===== src/design/jhacs_pkg.sv =====
// ----------------------------------------------------------------------------
// jhacs_pkg
// Shared types and constants for the joystick height and arm command shaper.
// ----------------------------------------------------------------------------
package jhacs_pkg;

    // Register indexes on the configuration port.
    localparam logic [2:0] REG_HEIGHT_MIN        = 3'd0;
    localparam logic [2:0] REG_HEIGHT_MAX        = 3'd1;
    localparam logic [2:0] REG_LIFT_INCREMENT    = 3'd2;
    localparam logic [2:0] REG_AXIS_DEAD_BAND    = 3'd3;
    localparam logic [2:0] REG_VELOCITY_LIMIT    = 3'd4;
    localparam logic [2:0] REG_LOW_STANCE_HEIGHT = 3'd5;
    localparam logic [2:0] REG_TARGET_MIX        = 3'd6;
    localparam logic [2:0] REG_ARM_RETURN_SPEED  = 3'd7;

    // Register values after reset.
    localparam logic [12:0] RST_HEIGHT_MIN        = 13'd1229;
    localparam logic [12:0] RST_HEIGHT_MAX        = 13'd3113;
    localparam logic [10:0] RST_LIFT_INCREMENT    = 11'd82;
    localparam logic [12:0] RST_AXIS_DEAD_BAND    = 13'd410;
    localparam logic [14:0] RST_VELOCITY_LIMIT    = 15'd4096;
    localparam logic [12:0] RST_LOW_STANCE_HEIGHT = 13'd3031;
    localparam logic [12:0] RST_TARGET_MIX        = 13'd819;
    localparam logic [14:0] RST_ARM_RETURN_SPEED  = 15'd1434;

    // Item kinds carried in tuser.
    localparam logic OP_JOYSTICK = 1'b0;
    localparam logic OP_JOINT    = 1'b1;

    // Elapsed time cap (0.05 s in 2^-16 s) and unity blend weight in Q1.12.
    localparam logic [15:0] ELAPSED_CAP = 16'd3277;
    localparam logic [12:0] BLEND_ONE   = 13'd4096;

    localparam int CFG_DATA_W = 15;
    localparam int IN_DATA_W  = 96;
    localparam int OUT_DATA_W = 80;

    // Configuration register set.
    typedef struct packed {
        logic [12:0] height_min;
        logic [12:0] height_max;
        logic [10:0] lift_increment;
        logic [12:0] axis_dead_band;
        logic [14:0] velocity_limit;
        logic [12:0] low_stance_height;
        logic [12:0] target_mix;
        logic [14:0] arm_return_speed;
    } t_cfg;

    // One input item, unpacked from the stream.
    typedef struct packed {
        logic               operation;
        logic               up_button;
        logic               down_button;
        logic signed [13:0] stick_forward;
        logic signed [13:0] stick_side;
        logic signed [13:0] stick_turn;
        logic [2:0]         joint_index;
        logic signed [15:0] policy_action;
        logic               ik_valid;
        logic signed [15:0] ik_target;
        logic [15:0]        elapsed_time;
    } t_in_item;

    // One result item.
    typedef struct packed {
        logic signed [15:0] forward_velocity;
        logic signed [15:0] side_velocity;
        logic signed [15:0] turn_rate;
        logic [12:0]        height_target;
        logic signed [15:0] joint_command;
    } t_out_item;

endpackage


===== src/design/jhacs_regs.sv =====
// ----------------------------------------------------------------------------
// jhacs_regs
// Configuration register file written through a plain write port.
// ----------------------------------------------------------------------------
module jhacs_regs (
    input  logic                                i_clk,
    input  logic                                i_rst_n,
    input  logic                                i_cfg_wr_en,
    input  logic [2:0]                          i_cfg_addr,
    input  logic [jhacs_pkg::CFG_DATA_W-1:0]    i_cfg_wdata,
    output jhacs_pkg::t_cfg                     o_cfg
);

    jhacs_pkg::t_cfg r_cfg;

    // Each register keeps the low bits of the written data.
    always_ff @(posedge i_clk) begin
        if (!i_rst_n) begin
            r_cfg.height_min        <= jhacs_pkg::RST_HEIGHT_MIN;
            r_cfg.height_max        <= jhacs_pkg::RST_HEIGHT_MAX;
            r_cfg.lift_increment    <= jhacs_pkg::RST_LIFT_INCREMENT;
            r_cfg.axis_dead_band    <= jhacs_pkg::RST_AXIS_DEAD_BAND;
            r_cfg.velocity_limit    <= jhacs_pkg::RST_VELOCITY_LIMIT;
            r_cfg.low_stance_height <= jhacs_pkg::RST_LOW_STANCE_HEIGHT;
            r_cfg.target_mix        <= jhacs_pkg::RST_TARGET_MIX;
            r_cfg.arm_return_speed  <= jhacs_pkg::RST_ARM_RETURN_SPEED;
        end else if (i_cfg_wr_en) begin
            case (i_cfg_addr)
                jhacs_pkg::REG_HEIGHT_MIN:
                    r_cfg.height_min        <= i_cfg_wdata[12:0];
                jhacs_pkg::REG_HEIGHT_MAX:
                    r_cfg.height_max        <= i_cfg_wdata[12:0];
                jhacs_pkg::REG_LIFT_INCREMENT:
                    r_cfg.lift_increment    <= i_cfg_wdata[10:0];
                jhacs_pkg::REG_AXIS_DEAD_BAND:
                    r_cfg.axis_dead_band    <= i_cfg_wdata[12:0];
                jhacs_pkg::REG_VELOCITY_LIMIT:
                    r_cfg.velocity_limit    <= i_cfg_wdata[14:0];
                jhacs_pkg::REG_LOW_STANCE_HEIGHT:
                    r_cfg.low_stance_height <= i_cfg_wdata[12:0];
                jhacs_pkg::REG_TARGET_MIX:
                    r_cfg.target_mix        <= i_cfg_wdata[12:0];
                jhacs_pkg::REG_ARM_RETURN_SPEED:
                    r_cfg.arm_return_speed  <= i_cfg_wdata[14:0];
                default: ;
            endcase
        end
    end

    assign o_cfg = r_cfg;

endmodule


===== config.mk =====
export PLATFORM = sky130hd
export DESIGN_NAME = jhacs_regs
export DESIGN_NICKNAME = d
export VERILOG_FILES = /design/src/design/jhacs_pkg.sv /design/src/design/jhacs_regs.sv
export SDC_FILE = /design/constraint.sdc
export NUM_CORES = 1
export LEC_CHECK = 0
export BUFFER_PORTS_ARGS = -buffer_cell sky130_fd_sc_hd__buf_2
export CELL_PAD_IN_SITES_DETAIL_PLACEMENT = 0
export CELL_PAD_IN_SITES_GLOBAL_PLACEMENT = 1
export CORE_MARGIN = 2
export CORE_UTILIZATION = 30
export DETAILED_ROUTE_END_ITERATION = 10
export PLACE_DENSITY_LB_ADDON = 0.1
export SLEW_MARGIN = 25
export SYNTH_ARGS = -nofsm -noshare
export SYNTH_HDL_FRONTEND = slang
export SYNTH_SLANG_ARGS = --single-unit

===== constraint.sdc =====
create_clock -name i_clk -period 2 [get_ports i_clk]
set_clock_uncertainty 0.15 [all_clocks]
set_input_delay 0.2 -clock i_clk [delete_from_list [all_inputs] [get_ports i_clk]]
set_output_delay 0.2 -clock i_clk [all_outputs]
set_load 0.1 [all_outputs]

# Word-level counts from Yosys, hierarchy flattened

Index checks and enable logic that the tools add are counted.

Register bits: 106
Latch bits: 0
Bits in writable memories: 0
Memory bits (read-only): 0
Input bits: 21
Output and inout bits: 106
Logic and storage cells: 24
Memories kept: 0

Add/sub/neg operators: 0
Multiply operators: 0
Div/mod/pow operators: 0
Order comparisons: 0
Equality and inequality tests: 7
Shift-type cells: 0
Mux-type cells: 0
Bitwise operators: 0
Reduce and logical (&&, ||, !) cells: 9

Operators by type and width:

| operator           | number |
|---|---|
| $reduce_and 2->1   | 8 |
| $eq 3x3->1 const B | 4 |
| $eq 3x2->1 const B | 2 |
| $eq 3x1->1 const B | 1 |
| $logic_not 3->1    | 1 |

# Logic depth before layout (Yosys ltp)

Depth in word-level cells: 2
Depth in mapped cells: 5
Gate-level depth less buffers: 2

# Worst setup path before layout

OpenSTA, ideal clock, no wires.

Kind: input to register
Start: in i_cfg_addr[1]
End: reg r_cfg (netlist bit o_cfg[96])
Library setup time: 0.127 ns
Arrival time: 1.227 ns
Data required time: 1.723 ns
Path slack: 0.496 ns
Cell stages on the path: 5
Buffers on the path: 3
Path through: buf_2 > or4b_4 > buf_6 > buf_12 > mux2i_1

Cells in the longest elaborated chain, start to end: 2

RTL lines:

| element                    | RTL line         | text |
|---|---|---|
| from (decl)                | jhacs_regs.sv:9  | `input logic [2:0] i_cfg_addr,` |
| $logic_not 3->1            | jhacs_regs.sv:28 | `case (i_cfg_addr)` |
| $reduce_and 2->1 (no line) | --               |  |
| to (decl)                  | jhacs_regs.sv:14 | `jhacs_pkg::t_cfg r_cfg;` |

Every way passes these cells.
A chain may end at the register's enable or synchronous reset.

# Worst setup path after layout

Start: reg r_cfg (netlist bit o_cfg[94])
End: out o_cfg[94] in the netlist's numbering

RTL lines:

| element   | RTL line         | text |
|---|---|---|
| to (decl) | jhacs_regs.sv:11 | `output jhacs_pkg::t_cfg o_cfg` |

No word-level cell between the ends.

==> metrics.txt <==
status=finished clean; setup violators final=0; Die X=121 um; global-route wire length before repair=17300 um; Area contributors post-synth=dfxtp_1 (52%), mux2i_1 (26%), nor2b_1 (8.2%); PwrDens=881 nW/um2; most common cell after layout, fill and taps aside=buf_2; CP max stage cell=buf_2; syn_nets=410; Yosys cell types=16; highest fanout seen on the critical path=2; critical path startpoint category=register; DR vias=3083; Final nets=536; worst vdd ir=0.355 mV; Slew Limit Fails=0; Worst EP required=1.65 ns; H-tree levels=3; top cell type's share of synthesized area=51.7%; GRT Overall Usage=16.0%; Logic pwr share=14.1%; area leader, netlist=dfxtp_1; final WL=11600 um; Crit path max-delay family=buffers and inverters; count of standard-cell rows=42; post-route insts no fill=696; Worst-path clk slew=0.07 ns; switching share of total power=28.3%; CTS sink cnt=106; CTS resizes=0; total negative setup slack=0 ns; worst path arrival time=1.16 ns; Remaining Overflow, GRT=0; placed inst area=4930 um2; Gate Count Post-Synth=389; root buffer cell=clkbuf_16; endpoints failing hold=0; measured slew at the worst slew-check pin=0.521 ns; Synth Area per Inst=10.6 um2; share of cells above drive strength 1=30.2%; Buf/Inv on CP=1; post-synthesis register bit count=106; Clk network pwr share=39.1%; fin area=5290 um2; Power, Total=4.66 mW; Die Y=121 um; Pleak=2.62 nW; cell chain of the critical path=buf_2; largest net degree at the start of global routing=36; Hold WS=0.00793 ns; worst min path class=input pin to register; FMAX=0.660 GHz; Largest register FFs=106; net switching power=1.32 mW; Sequential Power Share=46.8%; WL/cell=16.6 um; min Tclk post-route=1.51 ns; most frequent cells in the layout=buf_2 (125), mux2i_1 (106), dfxtp_1 (106); synthesized cell area=4110 um2; Skew-Pair Late Insertion Delay=0.35 ns; I/O pin total=127; Post-CTS Setup Bufs=0; Starting Density=30.9%; Setup crit end kind=output port; CP Class=register to output port; initial antenna violation count=0; DR DRC count=0; Seq/Total Area, Yosys=51.7%; number of global-route vias before repair=2980; CTS tree=done; DRT antenna net count=0; Num CTS Buffers=9; CORE AREA=13300 um2; crit-path max cell delay=0.45 ns; Ant. Diodes=0; maxcap violations=0; gpl congestion=0.739; Hold-fix buffers, CTS=6; DR iter-0 viols=122; post-placement cell count=674; number of port buffers=126; RSZ-0062 raised after global routing=false; P&R area growth vs syn=28.9%; cell internal pwr=3.34 mW; TritonRoute pass-1 iters=4; HPWL Detailed=8270 um; vias per cell=4.43; period utilization=75.7%; Die ar.=14600 um2; Slew HR=65.5%; Max Root-Sink Buffers=2; Syn. warnings=0
layout make-up:
type	count	area, um2
Clock buffer	14	264
Clock inverter	2	35.0
Timing Repair Buffer	146	811
Sequential cell	106	2120
Multi-Input combinational cell	252	1840
Fill cell	1375	8010
Tap cell	176	220
cells in the mapped netlist (all sizes together):
master   count
nand4bb      2
nor4bb       1
nand4b       3
clkbuf      17
nor2b       54
dfxtp      106
nand2       80
mux2i      106
or4b         1
and4bb       2
buf         14
and4b        2
nand4        1
stage by stage:
stage | setup WS (ns) | utilization, %
3_3_place_gp | 0.491 | 37.1
3_5_place_dp | 0.478 | 37.1
4_1_cts | 0.467 | 39.8
5_1_grt | 0.447 | 39.8
2_1_floorplan | 0.496 | -
6_report | 0.486 | 39.8
routing by layer:
layer | vias up | track usage [%] | part of all wire [%]
met4 | 0 | 5.67 | 1.6
met5 | - | 0 | 0
met2 | 78 | 24.3 | 45
li1 | 1543 | - | -
met3 | 12 | 3.95 | 5.0
met1 | 1450 | 22.0 | 48
cells by family (layout without fill, tap and decap cells):
family	Yosys count	count (layout)	synth area share (%)
buf+inv	31	162	3.90
mux	106	106	25.8
flops	106	106	51.7
simple gates	146	146	18.6
worst paths after layout:
check | startpoint | end | slack [ns] | depth (start not counted)
max | o_cfg[94] | o_cfg[94] | 0.49 | 1
min | i_cfg_wdata[6] | o_cfg[34] | 0.008 | 3
max reg2reg | o_cfg[15] | o_cfg[15] | 1.20 | 2
min reg2reg | o_cfg[69] | o_cfg[69] | 0.31 | 2
power by group through the flow:
stage / Clock (mW) / Combinational (mW) / Sequential, mW
after global placement: 0 / 0.649 / 2.23
after CTS: 1.87 / 0.663 / 2.18
after global routing: 1.96 / 0.685 / 2.19
after detailed placement: 0 / 0.653 / 2.23
final: 1.82 / 0.655 / 2.18
after floorplan: 0 / 0.173 / 2.57
(Power assumes the default switching activity.)
