[src/design/jhacs_pkg.sv]
// ----------------------------------------------------------------------------
// jhacs_pkg
// Shared types and constants for the joystick height and arm command shaper.
// ----------------------------------------------------------------------------
package jhacs_pkg;

    // Register indexes on the configuration port.
    localparam logic [2:0] REG_HEIGHT_MIN        = 3'd0;
    localparam logic [2:0] REG_HEIGHT_MAX        = 3'd1;
    localparam logic [2:0] REG_LIFT_INCREMENT    = 3'd2;
    localparam logic [2:0] REG_AXIS_DEAD_BAND    = 3'd3;
    localparam logic [2:0] REG_VELOCITY_LIMIT    = 3'd4;
    localparam logic [2:0] REG_LOW_STANCE_HEIGHT = 3'd5;
    localparam logic [2:0] REG_TARGET_MIX        = 3'd6;
    localparam logic [2:0] REG_ARM_RETURN_SPEED  = 3'd7;

    // Register values after reset.
    localparam logic [12:0] RST_HEIGHT_MIN        = 13'd1229;
    localparam logic [12:0] RST_HEIGHT_MAX        = 13'd3113;
    localparam logic [10:0] RST_LIFT_INCREMENT    = 11'd82;
    localparam logic [12:0] RST_AXIS_DEAD_BAND    = 13'd410;
    localparam logic [14:0] RST_VELOCITY_LIMIT    = 15'd4096;
    localparam logic [12:0] RST_LOW_STANCE_HEIGHT = 13'd3031;
    localparam logic [12:0] RST_TARGET_MIX        = 13'd819;
    localparam logic [14:0] RST_ARM_RETURN_SPEED  = 15'd1434;

    // Item kinds carried in tuser.
    localparam logic OP_JOYSTICK = 1'b0;
    localparam logic OP_JOINT    = 1'b1;

    // Elapsed time cap (0.05 s in 2^-16 s) and unity blend weight in Q1.12.
    localparam logic [15:0] ELAPSED_CAP = 16'd3277;
    localparam logic [12:0] BLEND_ONE   = 13'd4096;

    localparam int CFG_DATA_W = 15;
    localparam int IN_DATA_W  = 96;
    localparam int OUT_DATA_W = 80;

    // Configuration register set.
    typedef struct packed {
        logic [12:0] height_min;
        logic [12:0] height_max;
        logic [10:0] lift_increment;
        logic [12:0] axis_dead_band;
        logic [14:0] velocity_limit;
        logic [12:0] low_stance_height;
        logic [12:0] target_mix;
        logic [14:0] arm_return_speed;
    } t_cfg;

    // One input item, unpacked from the stream.
    typedef struct packed {
        logic               operation;
        logic               up_button;
        logic               down_button;
        logic signed [13:0] stick_forward;
        logic signed [13:0] stick_side;
        logic signed [13:0] stick_turn;
        logic [2:0]         joint_index;
        logic signed [15:0] policy_action;
        logic               ik_valid;
        logic signed [15:0] ik_target;
        logic [15:0]        elapsed_time;
    } t_in_item;

    // One result item.
    typedef struct packed {
        logic signed [15:0] forward_velocity;
        logic signed [15:0] side_velocity;
        logic signed [15:0] turn_rate;
        logic [12:0]        height_target;
        logic signed [15:0] joint_command;
    } t_out_item;

endpackage

[src/design/jhacs_joy.sv]
// ----------------------------------------------------------------------------
// jhacs_joy
// Height target state with button edge detection, and stick axis shaping.
// ----------------------------------------------------------------------------
module jhacs_joy (
    input  logic                       i_clk,
    input  logic                       i_rst_n,
    input  jhacs_pkg::t_cfg            i_cfg,
    input  jhacs_pkg::t_in_item        i_item,
    input  logic                       i_fire,
    output logic [12:0]                o_height,
    output logic signed [15:0]         o_forward,
    output logic signed [15:0]         o_side,
    output logic signed [15:0]         o_turn
);

    logic [12:0]        r_level;
    logic               r_loaded;
    logic               r_up_prev;
    logic               r_down_prev;

    logic [12:0]        w_height_cur;
    logic signed [14:0] w_h_sum;
    logic signed [14:0] w_h_max;
    logic signed [14:0] w_h_min;
    logic signed [14:0] w_h_clamp;
    logic [12:0]        n_level;
    logic               w_joy;
    logic signed [14:0] w_fwd_in;
    logic signed [14:0] w_side_in;
    logic signed [14:0] w_turn_in;
    logic signed [15:0] w_fwd;
    logic signed [15:0] w_side;
    logic signed [15:0] w_turn;

    // Deadzone on magnitude, then symmetric clamp.
    function automatic logic signed [15:0] shape(input logic signed [14:0] v,
                                                 input logic [12:0] dz,
                                                 input logic [14:0] lim);
        logic signed [15:0] vx;
        logic signed [15:0] mag;
        logic signed [15:0] limx;
        logic signed [15:0] res;
        vx   = {v[14], v};
        mag  = (vx < 16'sd0) ? -vx : vx;
        limx = $signed({1'b0, lim});
        res  = (mag < $signed({3'b000, dz})) ? 16'sd0 : vx;
        if (res > limx) begin
            res = limx;
        end
        if (res < -limx) begin
            res = -limx;
        end
        return res;
    endfunction

    assign w_joy        = (i_item.operation == jhacs_pkg::OP_JOYSTICK);
    assign w_height_cur = r_loaded ? r_level : i_cfg.height_max;

    // Step on rising button edges, then limit to max and raise to min.
    always_comb begin
        w_h_sum = $signed({2'b00, w_height_cur});
        if (i_item.up_button && !r_up_prev) begin
            w_h_sum = w_h_sum + $signed({4'b0000, i_cfg.lift_increment});
        end
        if (i_item.down_button && !r_down_prev) begin
            w_h_sum = w_h_sum - $signed({4'b0000, i_cfg.lift_increment});
        end
        w_h_max   = $signed({2'b00, i_cfg.height_max});
        w_h_min   = $signed({2'b00, i_cfg.height_min});
        w_h_clamp = w_h_sum;
        if (w_h_clamp > w_h_max) begin
            w_h_clamp = w_h_max;
        end
        if (w_h_clamp < w_h_min) begin
            w_h_clamp = w_h_min;
        end
        n_level = w_h_clamp[12:0];
    end

    // Side and turn axes are negated before shaping.
    assign w_fwd_in  = {i_item.stick_forward[13], i_item.stick_forward};
    assign w_side_in = -$signed({i_item.stick_side[13], i_item.stick_side});
    assign w_turn_in = -$signed({i_item.stick_turn[13], i_item.stick_turn});

    assign w_fwd  = shape(w_fwd_in,  i_cfg.axis_dead_band, i_cfg.velocity_limit);
    assign w_side = shape(w_side_in, i_cfg.axis_dead_band, i_cfg.velocity_limit);
    assign w_turn = shape(w_turn_in, i_cfg.axis_dead_band, i_cfg.velocity_limit);

    assign o_height  = w_joy ? n_level : w_height_cur;
    assign o_forward = w_joy ? w_fwd  : 16'sd0;
    assign o_side    = w_joy ? w_side : 16'sd0;
    assign o_turn    = w_joy ? w_turn : 16'sd0;

    // Control state of the height tracker.
    always_ff @(posedge i_clk) begin
        if (!i_rst_n) begin
            r_loaded    <= 1'b0;
            r_up_prev   <= 1'b0;
            r_down_prev <= 1'b0;
        end else if (i_fire && w_joy) begin
            r_loaded    <= 1'b1;
            r_up_prev   <= i_item.up_button;
            r_down_prev <= i_item.down_button;
        end
    end

    // Height level; only read once loaded.
    always_ff @(posedge i_clk) begin
        if (i_fire && w_joy) begin
            r_level <= n_level;
        end
    end

endmodule

[config.mk]
export PLATFORM = sky130hd
export DESIGN_NAME = jhacs_joy
export DESIGN_NICKNAME = d
export VERILOG_FILES = /design/src/design/jhacs_pkg.sv /design/src/design/jhacs_joy.sv
export SDC_FILE = /design/constraint.sdc
export NUM_CORES = 1
export LEC_CHECK = 0
export ABC_AREA = 1
export BUFFER_PORTS_ARGS = -buffer_cell sky130_fd_sc_hd__buf_2
export CORE_UTILIZATION = 50
export DETAILED_ROUTE_END_ITERATION = 10
export GPL_ROUTABILITY_DRIVEN = 0
export GPL_TIMING_DRIVEN = 0
export PLACE_DENSITY = 0.8
export SLEW_MARGIN = 30
export SYNTH_ARGS = -nofsm -noshare
export SYNTH_HDL_FRONTEND = slang
export SYNTH_SLANG_ARGS = --single-unit
[constraint.sdc]
create_clock -name i_clk -period 9.51 [get_ports i_clk]
set_clock_uncertainty 0.1 [all_clocks]
set_input_delay 1.902 -clock i_clk [delete_from_list [all_inputs] [get_ports i_clk]]
set_output_delay 1.902 -clock i_clk [all_outputs]
set_load 0.05 [all_outputs]
==> metrics.cfg, run 1 <==
[cts]
clock-root-buffer = clkbuf_16
cts_max_path_buffers = 2
cts_max_level = 1
clock_sinks = 16
cts_buffers = 3
ctsHoldBuffers = 0

[timing]
crit_endpoint = o_side[3]
worst_endpoint_kind = output port

[logic_synthesis]
yosys-top-cells-area = ha_1 (23%), nand2_1 (16%), inv_1 (11%)
synth_top_family_by_area = simple AND/OR/NAND/NOR gates
synth_compound_area_frac = 0.145
synth_area_mm2 = 0.00973
muxShareOfSynthArea = 0
yosysTopAreaCellShare = 0.226
synth.avg_cell_area_um2 = 5.78
synth_nets = 2067
ys_seq_elements = 16
yosysTopAreaCell = ha_1
yosys.area_share.simple = 0.372
yosysWarnings = 0
synthXorXnorAreaFrac = 0.0724
synth_fa_ha_area_frac = 0.230
synth-seq-area-share = 0.0463
synth_cell_types = 54
netlist_instances = 1683

[floorplanning]
die_w_um = 142
row_count = 50
io_pins = 267
start_util = 0.515
die_h_um = 142

[global_route]
grt_usage = 0.764
overflow = 4
antenna_found_initial = 8
grt_start_max_net_pins = 18

[placed_design]
dp_hpwl_um = 25900
port_buffers = 170

[status]
haltStage = 5_1_grt
status = did not finish
error_line = [ERROR GRT-0232] Routing congestion too high. Check the congestion heatmap in the GUI.

## per-layer routing
| metal | GRT usage | overflow |
|---|---|---|
| met3 | 0.700 | 0 |
| met5 | 0.496 | 0 |
| met4 | 0.728 | 2 |
| met2 | 0.883 | 2 |
| met1 | 0.744 | 0 |
## cells in the mapped netlist (all sizes together)
master,count
dfxtp,3
edfxtp,13
and2,13
xnor2,16
clkinv,3
o41ai,1
nor4,3
nor3b,2
o2111ai,1
a221oi,2
o21a,2
a21o,4
and3b,1
clkbuf,16
or2,8
nor3,21
xor2,61
o311ai,1
nand3,107
o21ai,131
inv,293
nor4b,1
a31oi,9
buf,18
nand3b,3
o31ai,2
fa,2
a21boi,2
o2111a,1
and3,3
ha,176
nand2,444
o21bai,2
a211oi,8
nand4,28
a31o,1
o221ai,1
nor2,186
a21oi,94
## metrics by stage
step	setup WS, ns	util	cell area (um2)	hold WS [ns]	std cells
global placement	-1.19	0.590	11100	0.423	2113
floorplan	-0.0856	-	9960	0.405	1683
CTS	-0.175	0.719	13600	0.455	2206
detailed placement	-1.21	0.590	11100	0.428	2113
## timing repair
action	CTS
setup endpoints to repair	61
endpoints found under the hold margin	0
pin swaps	109
cloned	12
resized for setup	472
setup buffers	77
## cells by family after synthesis
family	count (synthesis)
simple gates	820
buf+inv	330
compound gates	262
fa+ha+maj	178
xor+xnor	77
flops	16
==> run 2: changes to the inputs <==
--- a/config.mk
+++ b/config.mk
@@ -7,11 +7,11 @@
 export LEC_CHECK = 0
 export ABC_AREA = 1
 export BUFFER_PORTS_ARGS = -buffer_cell sky130_fd_sc_hd__buf_2
-export CORE_UTILIZATION = 50
+export CORE_UTILIZATION = 40
 export DETAILED_ROUTE_END_ITERATION = 10
 export GPL_ROUTABILITY_DRIVEN = 0
 export GPL_TIMING_DRIVEN = 0
-export PLACE_DENSITY = 0.8
+export PLACE_DENSITY_LB_ADDON = 0.15
 export SLEW_MARGIN = 30
 export SYNTH_ARGS = -nofsm -noshare
 export SYNTH_HDL_FRONTEND = slang
==> constraint.sdc (replaced) <==
create_clock -name i_clk -period 12.35 [get_ports i_clk]
set_clock_uncertainty 0.1 [all_clocks]
set_input_delay 2.47 -clock i_clk [delete_from_list [all_inputs] [get_ports i_clk]]
set_output_delay 2.47 -clock i_clk [all_outputs]
set_load 0.05 [all_outputs]
==> metrics.cfg, run 2 <==
[setup_path]
reg2reg_slack_ns = 4.81
slowest_delay_ns = 0.42
worstSetupPathType = primary input to output pin
crit_path_frequent_cell = nand2_1
crit_path_end_kind = output pin
path_delay_family = compound AO/OA/AOI/OAI gates
cp_slowest_cell = fa_1
critPathArrivalTime_ns = 9.19
reg2regPathDepth = 44
required_ns = 9.78
crit_buf_inv = 8
crit_fanout = 10
cp.depth = 43
crit_path_start_kind = primary input

[routing]
vias = 11100
wl_per_cell_um = 14.8
drcViolationCount = 0
first_pass_iters = 6
routed_wl_um = 32300
via_per_inst = 5.11
drt_first_iter_violations = 782
ant_nets = 0

[logic_synthesis]
synth_commonest_cells = nand2_1 (420), inv_1 (286), ha_1 (176)  ; unchanged
ys_seq_elements = 16  ; unchanged
synth.most_common_cell = nand2_1  ; unchanged
yosys-top-cells-area = ha_1 (23%), nand2_1 (16%), inv_1 (11%)  ; unchanged
netlist_instances = 1683  ; unchanged
synth-seq-area-share = 0.0463  ; unchanged
synth.avg_cell_area_um2 = 5.78  ; unchanged
synth_nets = 2067  ; unchanged
synthArstFlopShare = 0  ; unchanged
synth_edf_count = 13  ; unchanged
yosysTopAreaCell = ha_1  ; unchanged
synth_area_mm2 = 0.00973  ; unchanged
yosysWarnings = 0  ; unchanged
yosysTopAreaCellShare = 0.226  ; unchanged
synth_cell_types = 54  ; unchanged
yosys_most_used_dff = edfxtp_1  ; unchanged

[timing]
timing.fmax_ghz = 0.0850
hold_ws_ns = 0.438
final.min_clock_period_ns = 11.76
worstMarginPinSlew_ns = 0.768
maxSlewViolCount = 0
setup_viol_count_final = 0
rsz0062_at_grt = yes
hold_viol_final = 0
slew_headroom = 0.484
fin_crit_sh = 0.952
setup_tns_ns = 0

[layout]
layout_common_cells = nand2_1 (420), inv_1 (286), ha_1 (175)
mostFrequentLayoutCell = nand2_1
area_growth_pct = 14.4
layout.nets = 2242
multi_input_area_mm2 = 0.00803
drive_gt1_frac = 0.148
num-fill-cells = 2694
regArea_um2 = 450
regMostFlops = r_level
n_antenna_cell = 0
largest_reg_flops = 13

[placed_design]
dp_hpwl_um = 27700  ; was 25900 um
port_buffers = 170  ; unchanged

[pwr]
powerDensity_mw_per_mm2 = 99.0
total_leakage_power_nw = 6.58
max-vdd-ir-drop_v = 0.0000610

[worst_hold_path]
holdPathStages = 2
hold_class = flip-flop to flip-flop

[floorplanning]
core_area_mm2 = 0.0237
die-area_mm2 = 0.0250
die_h_um = 158  ; was 142 um
io_pins = 267  ; unchanged
start_util = 0.411  ; was 0.515
row_count = 56  ; was 50
die_w_um = 158  ; was 142 um

[cts]
cts_max_level = 1  ; unchanged
tritoncts = yes
cts_max_path_buffers = 2  ; unchanged
cts_buffers = 3  ; unchanged
clock-root-buffer = clkbuf_16  ; unchanged
ctsHoldBuffers = 0  ; unchanged
clock_sinks = 16  ; unchanged
postCtsSetupBuffers = 0  ; was 77
clock_latency_ns = 0.25
path_clk_slew_ns = 0.05

[global_route]
antenna_found_initial = 0
overflow = 0
grt_usage = 0.255
grt_pass1_wl_um = 50200
grt_start_max_net_pins = 18
grt_pass1_vias = 9876

[flow_run]
drv_cap = 0

[status]
status = complete, no violations  ; was did not finish

[run 2: cell counts after synthesis]
No cell type changed its count.
[run 2: what timing repair did]
action | CTS | global route
gates resized for setup | 0 | 43
setup endpoints to repair | 0 | 43
endpoints found under the hold margin | 0 | 0
[run 2: path summary, 6_finish.rpt]
| kind | start | endpoint |
|---|---|---|
| max | i_cfg[80] | o_height[11] |
| min | r_down_prev$_SDFFE_PN0P_ | r_down_prev$_SDFFE_PN0P_ |
| max reg2reg | r_loaded$_SDFFE_PN0P_ | r_level[3]$_DFFE_PP_ |
| min reg2reg | r_down_prev$_SDFFE_PN0P_ | r_down_prev$_SDFFE_PN0P_ |
[run 2: report_power, final]
part	total [W]	switching, W	internal, W	leakage (nW)
Combinational	0.000957	0.000648	0.000309	6.39
Sequential	0.0000792	0.00000191	0.0000773	0.146
Clock	0.0000659	0.0000229	0.0000431	0.0385
[run 2: routing by layer]
metal,GRT usage,share of wire,up-vias
li1,-,-,5778
met1,0.386,0.50,4951
met2,0.394,0.41,361
met3,0.0203,0.072,30
met4,0.0426,0.015,0
met5,0,0,-
[run 2: worst min-delay path, stage by stage, from the launching register on]
cell and delay, ns:
dfxtp_1 0.30, o21ai_0 0.15, a21oi_1 0.04
[run 2: final cells by class]
type | count | area share
timing repair buffer | 170 | 0.0784
sequential | 16 | 0.0405
buffer | 34 | 0.0175
clock buffer | 3 | 0.00674
inverter | 296 | 0.0998
multi-input combinational | 1337 | 0.721
tap | 319 | 0.0358
clock inverter | 1 | 0.000337
[run 2: through the flow]
| stage | instance area [um2] | instances | total power (W) | utilization | setup WS, ns |
|---|---|---|---|---|---|
| 6_report | 11100 | 2176 | 0.00110 | 0.470 | 0.588 |
| 5_1_grt | 11100 | 2176 | 0.00122 | 0.470 | -0.0113 |
| 4_1_cts | 11100 | 2176 | 0.00108 | 0.467 | 0.0848 |
| 3_5_place_dp | 11000 | 2172 | 0.00101 | 0.464 | 0.128 |
| 3_3_place_gp | 11000 | 2172 | 0.00100 | 0.464 | 0.161 |
| 2_1_floorplan | 9730 | 1683 | 0.000782 | - | 1.36 |
[run 2: logic make-up (layout without fill, tap and decap cells)]
group,Yosys count,in the layout,synth area share
and+or+nand+nor,820,820,0.372
DFF,16,16,0.0463
AOI/OAI and AO/OA,262,262,0.145
buffers and inverters,330,504,0.134
xor gates and xnor gates,77,77,0.0724
adders and majority gates,178,178,0.230
(Power assumes the default switching activity.)
